===== src/rtl/core/hrpg_pkg.sv =====
`default_nettype none

package hrpg_pkg;

    localparam int DEF_BACKGROUND_INTERVAL = 64;
    localparam int DEF_TOGGLE_INTERVAL     = 4;

    localparam int OP_W        = 3;
    localparam int CFG_INDEX_W = 3;
    localparam int CFG_DATA_W  = 16;
    localparam int RUN_TIME_W  = 24;

    localparam logic [7:0] INVALID_BYTE   = 8'hFF;
    localparam logic [6:0] PAGE_PREV_BEAT = 7'd4;

    typedef enum logic [OP_W-1:0] {
        OP_BEAT     = 3'd0,
        OP_RATE     = 3'd1,
        OP_RUN_TIME = 3'd2,
        OP_DATA     = 3'd3,
        OP_OTHER    = 3'd4
    } op_t;

    typedef enum logic [CFG_INDEX_W-1:0] {
        CFG_MANUFACTURER = 3'd0,
        CFG_SERIAL_HIGH  = 3'd1,
        CFG_HW_VERSION   = 3'd2,
        CFG_SW_VERSION   = 3'd3,
        CFG_MODEL        = 3'd4
    } cfg_reg_t;

    // background rotation, in transmit order
    typedef enum logic [1:0] {
        BG_DEFAULT      = 2'd0,
        BG_CUM_TIME     = 2'd1,
        BG_MANUFACTURER = 2'd2,
        BG_PRODUCT      = 2'd3
    } bg_page_t;

    typedef struct packed {
        logic [7:0]  manufacturer_id;
        logic [15:0] serial_high;
        logic [7:0]  hardware_version;
        logic [7:0]  software_version;
        logic [7:0]  model_number;
    } config_t;

    typedef struct packed {
        logic            valid;
        logic [OP_W-1:0] op;
        logic [15:0]     beat_time;
        logic [7:0]      bpm;
        logic [31:0]     seconds;
    } item_t;

    typedef struct packed {
        logic [7:0] page_byte;
        logic [7:0] body_byte1;
        logic [7:0] body_byte2;
        logic [7:0] body_byte3;
        logic [7:0] event_time_low;
        logic [7:0] event_time_high;
        logic [7:0] beat_count_byte;
        logic [7:0] heart_rate_byte;
    } page_t;

endpackage

`default_nettype wire


===== src/rtl/core/hrpg_cfg_regs.sv =====
`default_nettype none

module hrpg_cfg_regs (
    input  wire logic                             clk,
    input  wire logic                             rst_n,
    input  wire logic                             wr_en,
    input  wire logic [hrpg_pkg::CFG_INDEX_W-1:0] wr_index,
    input  wire logic [hrpg_pkg::CFG_DATA_W-1:0]  wr_data,
    output hrpg_pkg::config_t                     cfg
);
    import hrpg_pkg::*;

    config_t cfg_reg;
    config_t cfg_next;

    always_comb
    begin
        cfg_next = cfg_reg;
        if (wr_en)
        begin
            unique case (wr_index)
                CFG_MANUFACTURER: cfg_next.manufacturer_id  = wr_data[7:0];
                CFG_SERIAL_HIGH:  cfg_next.serial_high      = wr_data;
                CFG_HW_VERSION:   cfg_next.hardware_version = wr_data[7:0];
                CFG_SW_VERSION:   cfg_next.software_version = wr_data[7:0];
                CFG_MODEL:        cfg_next.model_number     = wr_data[7:0];
                default:          cfg_next = cfg_reg;   // unmapped index
            endcase
        end
    end

    always_ff @(posedge clk or negedge rst_n)
    begin
        if (!rst_n)
            cfg_reg <= '0;
        else
            cfg_reg <= cfg_next;
    end

    assign cfg = cfg_reg;

endmodule

`default_nettype wire


===== src/rtl/core/hrpg_in_stage.sv =====
`default_nettype none

module hrpg_in_stage (
    input  wire logic                      clk,
    input  wire logic                      rst_n,
    input  wire logic                      in_valid,
    output logic                           in_stall,
    input  wire logic [hrpg_pkg::OP_W-1:0] op,
    input  wire logic [15:0]               beat_time,
    input  wire logic [7:0]                bpm,
    input  wire logic [31:0]               seconds,
    input  wire logic                      take,
    output hrpg_pkg::item_t                item
);
    import hrpg_pkg::*;

    logic            valid_reg;
    logic            valid_next;
    logic [OP_W-1:0] op_reg;
    logic [15:0]     beat_time_reg;
    logic [7:0]      bpm_reg;
    logic [31:0]     seconds_reg;
    logic            accept;

    // held item leaves this cycle or the stage is empty
    assign in_stall = valid_reg && !take;
    assign accept   = in_valid && !in_stall;

    always_comb
    begin
        valid_next = valid_reg;
        if (accept)
            valid_next = 1'b1;
        else if (take)
            valid_next = 1'b0;
    end

    always_ff @(posedge clk or negedge rst_n)
    begin
        if (!rst_n)
            valid_reg <= 1'b0;
        else
            valid_reg <= valid_next;
    end

    always_ff @(posedge clk)
    begin
        if (accept)
        begin
            op_reg        <= op;
            beat_time_reg <= beat_time;
            bpm_reg       <= bpm;
            seconds_reg   <= seconds;
        end
    end

    assign item.valid     = valid_reg;
    assign item.op        = op_reg;
    assign item.beat_time = beat_time_reg;
    assign item.bpm       = bpm_reg;
    assign item.seconds   = seconds_reg;

endmodule

`default_nettype wire


===== src/rtl/core/hrpg_core.sv =====
`default_nettype none

module hrpg_core #(
    parameter int BACKGROUND_INTERVAL = hrpg_pkg::DEF_BACKGROUND_INTERVAL,
    parameter int TOGGLE_INTERVAL     = hrpg_pkg::DEF_TOGGLE_INTERVAL
) (
    input  wire logic              clk,
    input  wire logic              rst_n,
    input  wire hrpg_pkg::item_t   item,
    input  wire hrpg_pkg::config_t cfg,
    output logic                   take,
    output logic                   out_valid,
    input  wire logic              out_stall,
    output hrpg_pkg::page_t        page
);
    import hrpg_pkg::*;

    localparam int SLOT_W = (BACKGROUND_INTERVAL > 1) ? $clog2(BACKGROUND_INTERVAL) : 1;
    localparam int MSG_W  = $clog2(2 * TOGGLE_INTERVAL);
    localparam logic [SLOT_W-1:0] SLOT_LAST = SLOT_W'(BACKGROUND_INTERVAL - 1);
    localparam logic [MSG_W-1:0]  MSG_LAST  = MSG_W'(2 * TOGGLE_INTERVAL - 1);
    localparam logic [MSG_W-1:0]  TOGGLE_AT = MSG_W'(TOGGLE_INTERVAL);

    logic [15:0]           last_beat_reg,  last_beat_next;
    logic [15:0]           prior_beat_reg, prior_beat_next;
    logic [7:0]            beat_total_reg, beat_total_next;
    logic [7:0]            rate_reg,       rate_next;
    logic [RUN_TIME_W-1:0] run_time_reg,   run_time_next;
    logic [SLOT_W-1:0]     slot_reg,       slot_next;
    bg_page_t              bg_reg,         bg_next;
    logic [MSG_W-1:0]      msg_reg,        msg_next;
    logic                  out_valid_reg,  out_valid_next;
    page_t                 page_reg,       page_next;

    logic out_free;
    logic is_data;
    logic bump_msg;
    logic toggle;
    logic background;

    assign out_free = !out_valid_reg || !out_stall;
    assign is_data  = (item.op == OP_DATA);
    // only a data slot needs room in the result register
    assign take     = item.valid && (!is_data || out_free);
    assign toggle   = (msg_reg >= TOGGLE_AT);
    assign background = (slot_reg == SLOT_LAST);

    always_comb
    begin
        last_beat_next  = last_beat_reg;
        prior_beat_next = prior_beat_reg;
        beat_total_next = beat_total_reg;
        rate_next       = rate_reg;
        run_time_next   = run_time_reg;
        slot_next       = slot_reg;
        bg_next         = bg_reg;
        bump_msg        = 1'b0;
        if (take)
        begin
            unique case (item.op)
                OP_BEAT:
                begin
                    prior_beat_next = last_beat_reg;
                    last_beat_next  = item.beat_time;
                    beat_total_next = beat_total_reg + 8'd1;
                end
                OP_RATE:     rate_next     = item.bpm;
                OP_RUN_TIME: run_time_next = item.seconds[RUN_TIME_W:1];
                OP_DATA:
                begin
                    slot_next = background ? '0 : slot_reg + 1'b1;
                    if (background)
                        bg_next = bg_page_t'(bg_reg + 2'd1);
                    bump_msg = 1'b1;
                end
                OP_OTHER:    bump_msg = 1'b1;
                default:     bump_msg = 1'b0;   // unused codes change nothing
            endcase
        end
        msg_next = msg_reg;
        if (bump_msg)
            msg_next = (msg_reg == MSG_LAST) ? '0 : msg_reg + 1'b1;
    end

    always_comb
    begin
        page_next                 = page_reg;
        page_next.event_time_low  = last_beat_reg[7:0];
        page_next.event_time_high = last_beat_reg[15:8];
        page_next.beat_count_byte = beat_total_reg;
        page_next.heart_rate_byte = rate_reg;
        if (background)
        begin
            page_next.page_byte = {toggle, 5'b0, bg_reg};
            unique case (bg_reg)
                BG_DEFAULT:
                begin
                    page_next.body_byte1 = INVALID_BYTE;
                    page_next.body_byte2 = INVALID_BYTE;
                    page_next.body_byte3 = INVALID_BYTE;
                end
                BG_CUM_TIME:
                begin
                    page_next.body_byte1 = run_time_reg[7:0];
                    page_next.body_byte2 = run_time_reg[15:8];
                    page_next.body_byte3 = run_time_reg[23:16];
                end
                BG_MANUFACTURER:
                begin
                    page_next.body_byte1 = cfg.manufacturer_id;
                    page_next.body_byte2 = cfg.serial_high[7:0];
                    page_next.body_byte3 = cfg.serial_high[15:8];
                end
                BG_PRODUCT:
                begin
                    page_next.body_byte1 = cfg.hardware_version;
                    page_next.body_byte2 = cfg.software_version;
                    page_next.body_byte3 = cfg.model_number;
                end
                default:
                begin
                    page_next.body_byte1 = INVALID_BYTE;
                    page_next.body_byte2 = INVALID_BYTE;
                    page_next.body_byte3 = INVALID_BYTE;
                end
            endcase
        end
        else
        begin
            page_next.page_byte  = {toggle, PAGE_PREV_BEAT};
            page_next.body_byte1 = INVALID_BYTE;
            page_next.body_byte2 = prior_beat_reg[7:0];
            page_next.body_byte3 = prior_beat_reg[15:8];
        end
    end

    always_comb
    begin
        out_valid_next = out_valid_reg;
        if (take && is_data)
            out_valid_next = 1'b1;
        else if (!out_stall)
            out_valid_next = 1'b0;
    end

    always_ff @(posedge clk or negedge rst_n)
    begin
        if (!rst_n)
        begin
            last_beat_reg  <= '0;
            prior_beat_reg <= '0;
            beat_total_reg <= '0;
            rate_reg       <= '0;
            run_time_reg   <= '0;
            slot_reg       <= '0;
            bg_reg         <= BG_DEFAULT;
            msg_reg        <= '0;
            out_valid_reg  <= 1'b0;
        end
        else
        begin
            last_beat_reg  <= last_beat_next;
            prior_beat_reg <= prior_beat_next;
            beat_total_reg <= beat_total_next;
            rate_reg       <= rate_next;
            run_time_reg   <= run_time_next;
            slot_reg       <= slot_next;
            bg_reg         <= bg_next;
            msg_reg        <= msg_next;
            out_valid_reg  <= out_valid_next;
        end
    end

    always_ff @(posedge clk)
    begin
        if (take && is_data)
            page_reg <= page_next;
    end

    assign out_valid = out_valid_reg;
    assign page      = page_reg;

    // a data slot off the background phase must carry the previous-beat page
    a_prev_beat_page: assert property (@(posedge clk) disable iff (!rst_n)
        (take && is_data && !background) |=> (page_reg.page_byte[6:0] == PAGE_PREV_BEAT))
        else $error("previous-beat page expected");

    a_beat_count: assert property (@(posedge clk) disable iff (!rst_n)
        (take && item.op == OP_BEAT) |=> (beat_total_reg == 8'($past(beat_total_reg) + 8'd1)))
        else $error("beat count did not advance");

    // a result only appears for a data slot
    a_no_spurious_out: assert property (@(posedge clk) disable iff (!rst_n)
        (!out_valid_reg && !(take && is_data)) |=> !out_valid_reg)
        else $error("result raised without a data slot");

    a_rotation_step: assert property (@(posedge clk) disable iff (!rst_n)
        (take && is_data && background) |=> (bg_reg == bg_page_t'($past(bg_reg) + 2'd1)))
        else $error("background rotation did not advance");

endmodule

`default_nettype wire


===== src/rtl/core/heart_rate_page_generator.sv =====
// Heart-rate sensor page builder.
// Input channel (in_valid/in_stall, fields op, beat_time, bpm, seconds) carries
// events: heartbeat, rate update, operating-time update, data slot, other message.
// Only a data slot produces a result: one 8-byte page on the output channel
// (out_valid/out_stall). Other events update internal state and give nothing.
// Configuration writes (cfg_valid/cfg_ready, cfg_index, cfg_data) are always
// taken; write them only while the block is idle.
// A data slot passes the input register, then the result register, where its
// page is presented on the output channel. Throughput is one event per cycle
// while the input stage does not stall; the state update and page selection
// fit between the two registers.
// While the receiver stalls, the held page stays put; the input stage keeps
// taking non-page events and stalls only when a data slot finds the result
// register still occupied.
// Reset clears all counters, stored times, rate, run time and config to zero;
// the first background page after reset is the default page.
`default_nettype none

module heart_rate_page_generator #(
    parameter int BACKGROUND_INTERVAL = hrpg_pkg::DEF_BACKGROUND_INTERVAL,
    parameter int TOGGLE_INTERVAL     = hrpg_pkg::DEF_TOGGLE_INTERVAL
) (
    input  wire logic                             clk,
    input  wire logic                             rst_n,
    input  wire logic                             in_valid,
    output logic                                  in_stall,
    input  wire logic [hrpg_pkg::OP_W-1:0]        op,
    input  wire logic [15:0]                      beat_time,
    input  wire logic [7:0]                       bpm,
    input  wire logic [31:0]                      seconds,
    output logic                                  out_valid,
    input  wire logic                             out_stall,
    output logic [7:0]                            page_byte,
    output logic [7:0]                            body_byte1,
    output logic [7:0]                            body_byte2,
    output logic [7:0]                            body_byte3,
    output logic [7:0]                            event_time_low,
    output logic [7:0]                            event_time_high,
    output logic [7:0]                            beat_count_byte,
    output logic [7:0]                            heart_rate_byte,
    input  wire logic                             cfg_valid,
    output logic                                  cfg_ready,
    input  wire logic [hrpg_pkg::CFG_INDEX_W-1:0] cfg_index,
    input  wire logic [hrpg_pkg::CFG_DATA_W-1:0]  cfg_data
);
    import hrpg_pkg::*;

    config_t cfg;
    item_t   item;
    page_t   page;
    logic    take;

    assign cfg_ready = 1'b1;

    hrpg_cfg_regs u_cfg_regs (
        .clk      (clk),
        .rst_n    (rst_n),
        .wr_en    (cfg_valid && cfg_ready),
        .wr_index (cfg_index),
        .wr_data  (cfg_data),
        .cfg      (cfg)
    );

    hrpg_in_stage u_in_stage (
        .clk       (clk),
        .rst_n     (rst_n),
        .in_valid  (in_valid),
        .in_stall  (in_stall),
        .op        (op),
        .beat_time (beat_time),
        .bpm       (bpm),
        .seconds   (seconds),
        .take      (take),
        .item      (item)
    );

    hrpg_core #(
        .BACKGROUND_INTERVAL (BACKGROUND_INTERVAL),
        .TOGGLE_INTERVAL     (TOGGLE_INTERVAL)
    ) u_core (
        .clk       (clk),
        .rst_n     (rst_n),
        .item      (item),
        .cfg       (cfg),
        .take      (take),
        .out_valid (out_valid),
        .out_stall (out_stall),
        .page      (page)
    );

    assign page_byte       = page.page_byte;
    assign body_byte1      = page.body_byte1;
    assign body_byte2      = page.body_byte2;
    assign body_byte3      = page.body_byte3;
    assign event_time_low  = page.event_time_low;
    assign event_time_high = page.event_time_high;
    assign beat_count_byte = page.beat_count_byte;
    assign heart_rate_byte = page.heart_rate_byte;

endmodule

`default_nettype wire


===== config.mk =====
export PLATFORM = sky130hd
export DESIGN_NAME = heart_rate_page_generator
export DESIGN_NICKNAME = d
export VERILOG_FILES = /design/src/rtl/core/hrpg_pkg.sv /design/src/rtl/core/hrpg_cfg_regs.sv /design/src/rtl/core/hrpg_in_stage.sv /design/src/rtl/core/hrpg_core.sv /design/src/rtl/core/heart_rate_page_generator.sv
export SDC_FILE = /design/constraint.sdc
export NUM_CORES = 1
export LEC_CHECK = 0
export BUFFER_PORTS_ARGS = -buffer_cell sky130_fd_sc_hd__buf_2
export CAP_MARGIN = 20
export CORE_UTILIZATION = 38
export CTS_CLUSTER_DIAMETER = 60
export DETAILED_ROUTE_END_ITERATION = 10
export PLACE_DENSITY = 0.65
export SLEW_MARGIN = 10
export SYNTH_ARGS = -nofsm -noshare
export SYNTH_HDL_FRONTEND = slang
export SYNTH_SLANG_ARGS = --single-unit
export TNS_END_PERCENT = 10

===== constraint.sdc =====
create_clock -name clk -period 8.4 [get_ports clk]
set_input_delay 0.42 -clock clk [delete_from_list [all_inputs] [get_ports clk]]
set_output_delay 0.42 -clock clk [all_outputs]
set_load 0.02 [all_outputs]

Word level (Yosys, flattened, before mapping)
Index checks and enable logic that the tools add are counted.
{"block": "word_totals", "ff_bits": 249, "input_bits": 83, "out_inout_bits": 67, "wordCells": 83}
{"block": "classes", "addsub": 4, "order_cmp": 1, "n_eq_ne": 14, "muxes": 10, "reduce_logical": 26}
{"op": "$pmux W24 S4", "count": 1}
{"op": "$mux W27", "count": 1}
{"op": "$reduce_and A2 Y1", "count": 9}
{"op": "$eq A3 B2 Y1 const B", "count": 4}
{"op": "$eq A3 B3 Y1 const B", "count": 3}
{"op": "$add A8 B1 Y8 const B", "count": 1}
{"op": "$add A6 B1 Y6 const B", "count": 1}
{"op": "$eq A3 B1 Y1 const B", "count": 2}
{"op": "$eq A6 B6 Y1 const B", "count": 1}
{"op": "$logic_not A3 Y1", "count": 2}
{"op": "$mux W1", "count": 6}
{"op": "$mux W6", "count": 1}
{"op": "$logic_not A1 Y1", "count": 5}
{"op": "$eq A2 B2 Y1 const B", "count": 2}
{"op": "$logic_and A1 B1 Y1", "count": 4}
{"op": "$add A3 B1 Y3 const B", "count": 1}
{"op": "$ge A3 B3 Y1 const B", "count": 1}
{"op": "$mux W3", "count": 1}
{"op": "$reduce_and A3 Y1", "count": 1}
{"op": "$add A2 B1 Y2 const B", "count": 1}
{"op": "$eq A2 B1 Y1 const B", "count": 1}
{"op": "$logic_not A2 Y1", "count": 1}
{"op": "$logic_or A1 B1 Y1", "count": 2}
{"op": "$ne A2 B1 Y1 const B", "count": 1}
{"op": "other kinds (2)", "count": 2}

Logic depth before layout (Yosys ltp)
Gate-level depths: netlist of run 1.
{"block": "depth", "word_depth": 9, "ltp_mapped": 6, "depth_no_buf": 5}

Cells and area by module
Synthesis of run 1 repeated with hierarchy kept, for this count alone.
{"block": "hier_totals", "cells_unflattened": 557, "hier_area_um2": 9506.6}
{"mod": "hrpg_core", "instances": 1, "cells_each": 385, "area_each_um2": 5768.0, "seq_area_each_um2": 3903.7}
{"mod": "hrpg_cfg_regs", "instances": 1, "cells_each": 105, "area_each_um2": 1890.6, "seq_area_each_um2": 1201.2}
{"mod": "hrpg_in_stage", "instances": 1, "cells_each": 65, "area_each_um2": 1836.8, "seq_area_each_um2": 1796.7}
{"mod": "heart_rate_page_generator", "instances": 1, "cells_each": 2, "area_each_um2": 11.3, "seq_area_each_um2": 0.0}

Worst setup path before layout of run 1
Ideal clock, no wire load.
{"block": "synth_path", "kind": "flip-flop to flip-flop", "start": "reg u_core.out_valid_reg (netlist: u_core.out_valid)", "end": "reg u_in_stage.beat_time_reg[0], enable pin", "setup_time_ns": 0.465, "t_arrival_ns": 2.985, "required_time_ns": 7.935, "path_slack_ns": 4.950, "stages_incl_launch_ff": 4, "n_path_buf": 0, "period_less_slack_ns": 3.450, "cell_sequence": "dfrtp_1 -> nand2_1 -> nor3_1 -> nor2b_1"}
{"block": "synth_via", "elab_chain_cells": 8}
{"element": "start, declared", "line_no": "hrpg_core.sv:32", "rtl": "logic out_valid_reg, out_valid_next;"}
{"element": "start signal, assigned", "line_no": "hrpg_core.sv:170", "rtl": "out_valid_reg <= out_valid_next;"}
{"element": "$logic_not A1 Y1", "line_no": "hrpg_core.sv:41", "rtl": "assign out_free = !out_valid_reg || !out_stall;"}
{"element": "$logic_or A1 B1 Y1", "line_no": "hrpg_core.sv:41"}
{"element": "$logic_or A1 B1 Y1", "line_no": "hrpg_core.sv:44", "rtl": "assign take = item.valid && (!is_data || out_free);"}
{"element": "$logic_and A1 B1 Y1", "line_no": "hrpg_core.sv:44"}
{"element": "$logic_not A1 Y1", "line_no": "hrpg_in_stage.sv:26", "rtl": "assign in_stall = valid_reg && !take;"}
{"element": "$logic_and A1 B1 Y1", "line_no": "hrpg_in_stage.sv:26"}
{"element": "named net in_stall", "line_no": "heart_rate_page_generator.sv:26", "rtl": "output logic in_stall,"}
{"element": "$logic_not A1 Y1", "line_no": "hrpg_in_stage.sv:27", "rtl": "assign accept = in_valid && !in_stall;"}
{"element": "$logic_and A1 B1 Y1", "line_no": "hrpg_in_stage.sv:27"}
{"element": "named net u_in_stage.accept", "line_no": "hrpg_in_stage.sv:23", "rtl": "logic accept;"}
{"element": "end signal, assigned", "line_no": "hrpg_in_stage.sv:51", "rtl": "beat_time_reg <= beat_time;"}
{"element": "end, declared", "line_no": "hrpg_in_stage.sv:20", "rtl": "logic [15:0] beat_time_reg;"}
The timed path passes the listed nets, and every way through them passes these cells.
A chain may end at the register's enable or synchronous reset.

Worst setup path in the final report of run 1
{"block": "layout_path", "start": "reg u_in_stage.op_reg[2]", "end": "reg u_core.bg_reg[1]"}
{"block": "layout_via", "elab_chain_cells": 5}
{"element": "start, declared", "line_no": "hrpg_in_stage.sv:19", "rtl": "logic [OP_W-1:0] op_reg;"}
{"element": "start signal, assigned", "line_no": "hrpg_in_stage.sv:50", "rtl": "op_reg <= op;"}
{"element": "$eq A3 B2 Y1 *", "line_no": "hrpg_core.sv:42, hrpg_core.sv:60"}
{"element": "$logic_not A1 Y1", "line_no": "hrpg_core.sv:44"}
{"element": "$logic_or A1 B1 Y1", "line_no": "hrpg_core.sv:44"}
{"element": "$logic_and A1 B1 Y1", "line_no": "hrpg_core.sv:44"}
{"element": "$reduce_and A3 Y1 (no line) *"}
{"element": "end signal, assigned", "line_no": "hrpg_core.sv:168", "rtl": "bg_reg <= bg_next;"}
{"element": "end, declared", "line_no": "hrpg_core.sv:30", "rtl": "bg_page_t bg_reg, bg_next;"}
Mark *: on every way between the ends. The rest lies on a longest branch, timed or not.

==> impl_metrics.json, run 1 <==
{
  "end_kind": "flip-flop",
  "postCtsSetupRepairBufs": 0,
  "hp-class": "input pin to flip-flop",
  "synth.distinct_cells": 43,
  "layout-drive-gt1-share_pct": 44.4,
  "path_class": "flip-flop to flip-flop",
  "grt.overflow.total": 0,
  "antenna_found_initial": 0,
  "multi_input_area_um2": 2380,
  "synth-seq-cells": 244,
  "antenna_left": 0,
  "gp_congestion": 0.773,
  "grt_max_degree": 89,
  "start_kind": "flip-flop",
  "period_minus_slack_ns": 2.26,
  "muxShareOfSynthArea_pct": 14.5,
  "syn-cell-area_um2": 9190,
  "cp_max_fo": 64,
  "final.fill_count": 2053,
  "ys_seq_area_share_pct": 72.5,
  "mostFrequentLayoutCells": "buf_2, dfrtp_1, mux2_2",
  "hold_viol_final": 0,
  "route.detailed.drc": 0,
  "synth_xor_area_share_pct": 0.953,
  "final_common_cell": "buf_2",
  "synthSimpleGateAreaFrac_pct": 4.24,
  "synth_compound_area_share_pct": 4.54,
  "io_pins": 150,
  "drt_iter0_drc": 303,
  "cp.required_ns": 8.82,
  "synthCells": 548,
  "max-slew-margin-rel_pct": 29.9,
  "grt_pass1_vias": 5286,
  "diodes": 0,
  "h-tree-depth": 1,
  "finalWirelength_um": 19200,
  "yosys.area_share.adder_pct": 1.23,
  "status": "complete, no violations",
  "ff_latch_area_um2": 6660,
  "final.setup_skew_ns": 0.0169,
  "ys.flop_type": "dfrtp_1",
  "timing.fmax_ghz": 0.442,
  "die_area_um2": 24800,
  "die_h_um": 157,
  "period_share_pct": 26.9,
  "die_w_um": 157,
  "clockBufferDepth": 3,
  "postCtsResizedCells": 0,
  "num_vias": 5075,
  "irDropWorstVdd_v": 0.000130,
  "grt_pass1_wl_um": 29800,
  "track_usage_pct": 15.8,
  "area_growth_pct": 21.1,
  "layout.nets": 787,
  "cts_tree": "built",
  "setup_viol": 0,
  "crit_arrival_ns": 2.68,
  "std_cell_rows": 56,
  "synth.avg_cell_area_um2": 16.8,
  "cts-hold-fix-buffers": 1,
  "finalSetupTns_ns": 0,
  "core_um2": 23600,
  "clkLatencyLatePin_ns": 0.53,
  "vias_per_cell": 4.90,
  "total_power_mw": 3.08,
  "io_buffers": 136,
  "cts_buffers": 27,
  "largest_reg_flops": 60,
  "max_cap_viol_count": 0,
  "start_util_pct": 38.9,
  "synth_edf_count": 111,
  "synth_top_family_by_area": "multiplexers",
  "drv_slew": 0,
  "ys_warn_count": 0,
  "wl_per_cell_um": 18.5,
  "clk_pin_slew_ns": 0.06,
  "cts-root-buf": "clkbuf_16",
  "hpwl_um": 12600,
  "p_leak_nw": 4.50,
  "drt_first_pass_iters": 5,
  "cts.sinks": 244,
  "rsz0062_at_grt": "false",
  "worst_pin_slew_ns": 1.05,
  "powerDensity_nw_per_um2": 276,
  "ys_async_sr_fraction_pct": 54.5
}
==> final cells by class <==
class / count / area share, %
sequential: 244 / 59.9
multi-input combinational: 274 / 21.4
clock buffer: 35 / 6.79
tap: 319 / 3.59
clock inverter: 15 / 1.50
inverter: 6 / 0.247
timing repair buffer: 142 / 6.64
==> cells in the mapped netlist, drive strengths merged, types with 4 or more instances <==
library cell,count,area share (%)
dfrtp,133,36
mux2,118,15
edfxtp,111,36
nor2,25,1.1
nand2,18,0.84
a21oi,16,0.87
a22oi,16,1.3
a31oi,16,1.1
buf,16,1.2
clkbuf,11,0.45
ha,9,1.2
a222oi,8,0.87
xnor2,7,0.67
inv,5,0.20
nor3b,5,0.57
nand3,4,0.22
==> power breakdown <==
group	total [mW]	internal, mW	switching (mW)
sequential	1.57	1.45	0.119
combinational	0.302	0.167	0.134
clock	1.20	0.728	0.471
==> metal layers <==
metal | part of all wire, % | track usage, % | wire [µm] | vias up
met5 | 0 | 0 | 0 | -
met4 | 1.9 | 4.90 | 373 | 0
met3 | 5.1 | 3.06 | 981 | 27
met2 | 47 | 24.7 | 9070 | 152
met1 | 46 | 22.4 | 8740 | 2566
li1 | - | - | - | 2330
==> critical path, cell delays in order, from the launching register on <==
cell and delay, ns:
edfxtp_1 0.44, nand2b_4 0.20, or3b_1 0.53, clkinv_4 0.49, nand2_4 0.11, mux2_4 0.31
==> cells by family after synthesis <==
family / after synthesis
adder cells (fa/ha/maj): 9
other: 2
AO/OA/AOI/OAI: 61
buffers and inverters: 33
flip-flops: 244
XOR/XNOR: 10
multiplexers: 118
AND/OR/NAND/NOR: 71
==> worst paths after layout <==
check | from | slack [ns] | cells after the start | endpoint
min | seconds[1] | 0.06 | 1 | u_in_stage.seconds_reg[1]$_DFFE_PP_
max reg2reg | u_in_stage.op_reg[2]$_DFFE_PP_ | 6.14 | 5 | u_core.bg_reg[1]$_DFFE_PN0P_
max | u_in_stage.op_reg[2]$_DFFE_PP_ | 6.14 | 5 | u_core.bg_reg[1]$_DFFE_PN0P_
min reg2reg | u_core.rate_reg[6]$_DFFE_PN0P_ | 0.45 | 0 | u_core.page[6]$_DFFE_PP_
max in group asynchronous | rst_n | 6.82 | 3 | u_core.run_time_reg[7]$_DFFE_PN0P_
min in group asynchronous | rst_n | 0.38 | 2 | u_core.last_beat_reg[6]$_DFFE_PN0P_
==> through the flow <==
step	hold WS, ns	area [µm²]	utilization, %	instances	setup WS, ns
CTS	0.0402	11100	47.1	1035	6.07
finish	0.0606	11100	47.1	1035	6.14
global route	0.0371	11100	47.1	1035	5.99
global placement	0.371	10200	43.2	984	6.18
floorplan	0.124	9200	-	551	4.95
detailed placement	0.381	10200	43.2	984	6.04
(Power assumes the default switching activity.)
==> run 2, diff against run 1 <==
Clock period 8.4 ns to 2.23 ns, I/O delays scaled along.
==> run 2 against run 1 <==
Effect of this change:
- clock skew shrank 0.0094 ns
- sequential power grew to 3.8 times the previous value
- critical endpoint is now u_core.page[50]$_SDFFCE_PP1P_
- core utilization grew 3.2 points
- non-clock buffer count grew 78
- combinational power grew to 4.1 times the previous value
==> impl_metrics.json, run 2 (synthesized netlist as in run 1, its figures left out) <==
{
  "path_class": "flip-flop to flip-flop",
  "core_um2": 23600,
  "cts-hold-fix-buffers": 70,
  "gp_congestion": 0.741,
  "grt_pass1_vias": 5658,
  "period_share_pct": 87.8,
  "cts.sinks": 244,
  "cp_max_fo": 17,
  "setup_viol": 0,
  "area_growth_pct": 29.3,
  "layout.nets": 864,
  "multi_input_area_um2": 2380,
  "ff_latch_area_um2": 6660,
  "layout-drive-gt1-share_pct": 40.8,
  "wl_per_cell_um": 17.3,
  "io_pins": 150,
  "cts-root-buf": "clkbuf_16",
  "largest_reg_flops": 60,
  "antenna_left": 0,
  "cp.required_ns": 2.48,
  "p_leak_nw": 4.80,
  "hpwl_um": 13300,
  "mostFrequentLayoutCells": "buf_2, dfrtp_1, mux2_2",
  "hold_path.startpoint": "cfg_index[0]",
  "std_cell_rows": 56,
  "grt_max_degree": 72,
  "worst_pin_slew_ns": 0.969,
  "num_vias": 5327,
  "holdWs_ns": 0.144,
  "die_area_um2": 24800,
  "max_cap_viol_count": 0,
  "drt_first_pass_iters": 6,
  "cp-startpoint": "u_core.bg_reg[0]$_DFFE_PN0P_",
  "final.setup_skew_ns": 0.00757,
  "grt.overflow.total": 0,
  "drv_slew": 0,
  "cts_tree": "built",
  "hp-class": "input pin to flip-flop",
  "crit_arrival_ns": 2.21,
  "die_h_um": 157,
  "period_minus_slack_ns": 1.96,
  "postCtsSetupRepairBufs": 0,
  "cts_buffers": 26,
  "irDropWorstVdd_v": 0.000473,
  "start_util_pct": 38.9,
  "hold_viol_final": 0,
  "clkLatencyLatePin_ns": 0.51,
  "die_w_um": 157,
  "postCtsResizedCells": 0,
  "grt_pass1_wl_um": 30500,
  "final.fill_count": 1987,
  "track_usage_pct": 16.0,
  "place_ws_ns": 0.251,
  "drt_iter0_drc": 281,
  "max-slew-margin-rel_pct": 35.4,
  "status": "complete, no violations",
  "rsz0062_at_grt": "false",
  "finalSetupTns_ns": 0,
  "antenna_found_initial": 1,
  "setup_slack_ns": 0.271,
  "end_kind": "flip-flop",
  "powerDensity_nw_per_um2": 958,
  "final_common_cell": "buf_2",
  "finalWirelength_um": 19200,
  "worstReg2RegStart": "u_core.bg_reg[0]$_DFFE_PN0P_",
  "timing.fmax_ghz": 0.511,
  "h-tree-depth": 1,
  "vias_per_cell": 4.79,
  "start_kind": "flip-flop",
  "io_buffers": 136,
  "route.detailed.drc": 0,
  "clockBufferDepth": 3,
  "clk_pin_slew_ns": 0.06
}
-- run 2: report_power, final --
part	total, mW	switching (mW)	internal, mW
registers	5.93	0.449	5.48
logic	1.25	0.526	0.725
clock network	4.20	1.69	2.51
total	11.4	2.66	8.71
-- run 2: critical path: stages (launching register included) --
cell,delay (ns)
dfrtp_1,0.43
inv_1,0.11
ha_1,0.43
buf_4,0.28
a222oi_1,0.36
nand2_1,0.09
-- run 2: area by class of cell --
cell class	count	share of cell area, %
well taps	319	3.36
inverters	6	0.232
multi-input cells	274	20.0
clock buffers	32	6.01
diodes	1	0.0211
clock inverters	16	1.18
repair buffers	220	13.1
flip-flops and latches	244	56.1
-- run 2: final timing paths --
| check | endpoint | cells past startpoint | slack [ns] |
|---|---|---|---|
| worst max-delay path | u_core.page[50]$_SDFFCE_PP1P_ | 5 | 0.27 |
| worst min-delay path | u_cfg_regs.cfg[23]$_DFFE_PN0P_ | 3 | 0.14 |
| worst max register to register | u_core.page[50]$_SDFFCE_PP1P_ | 5 | 0.27 |
| worst min register to register | u_core.page[5]$_DFFE_PP_ | 0 | 0.45 |
| max in group asynchronous | u_cfg_regs.cfg[42]$_DFFE_PN0P_ | 3 | 1.21 |
| min in group asynchronous | u_core.rate_reg[2]$_DFFE_PN0P_ | 2 | 0.19 |
-- run 2: metal layers --
layer | vias up | track usage [%] | wire (µm)
met4 | 0 | 5.27 | 415
met1 | 2645 | 22.0 | 8670
li1 | 2489 | - | -
met3 | 29 | 2.53 | 856
met2 | 164 | 26.0 | 9250
met5 | - | 0 | 0
-- run 2: stage by stage --
stage               total power [mW]  utilization, %  instances  cell area, µm²
floorplan                       6.68               -        551            9210
global placement                7.07            43.7        993           10300
detailed placement              7.19            43.7        993           10300
CTS                             11.5            50.3       1111           11900
global route                    11.9            50.3       1112           11900
finish                          11.4            50.3       1112           11900
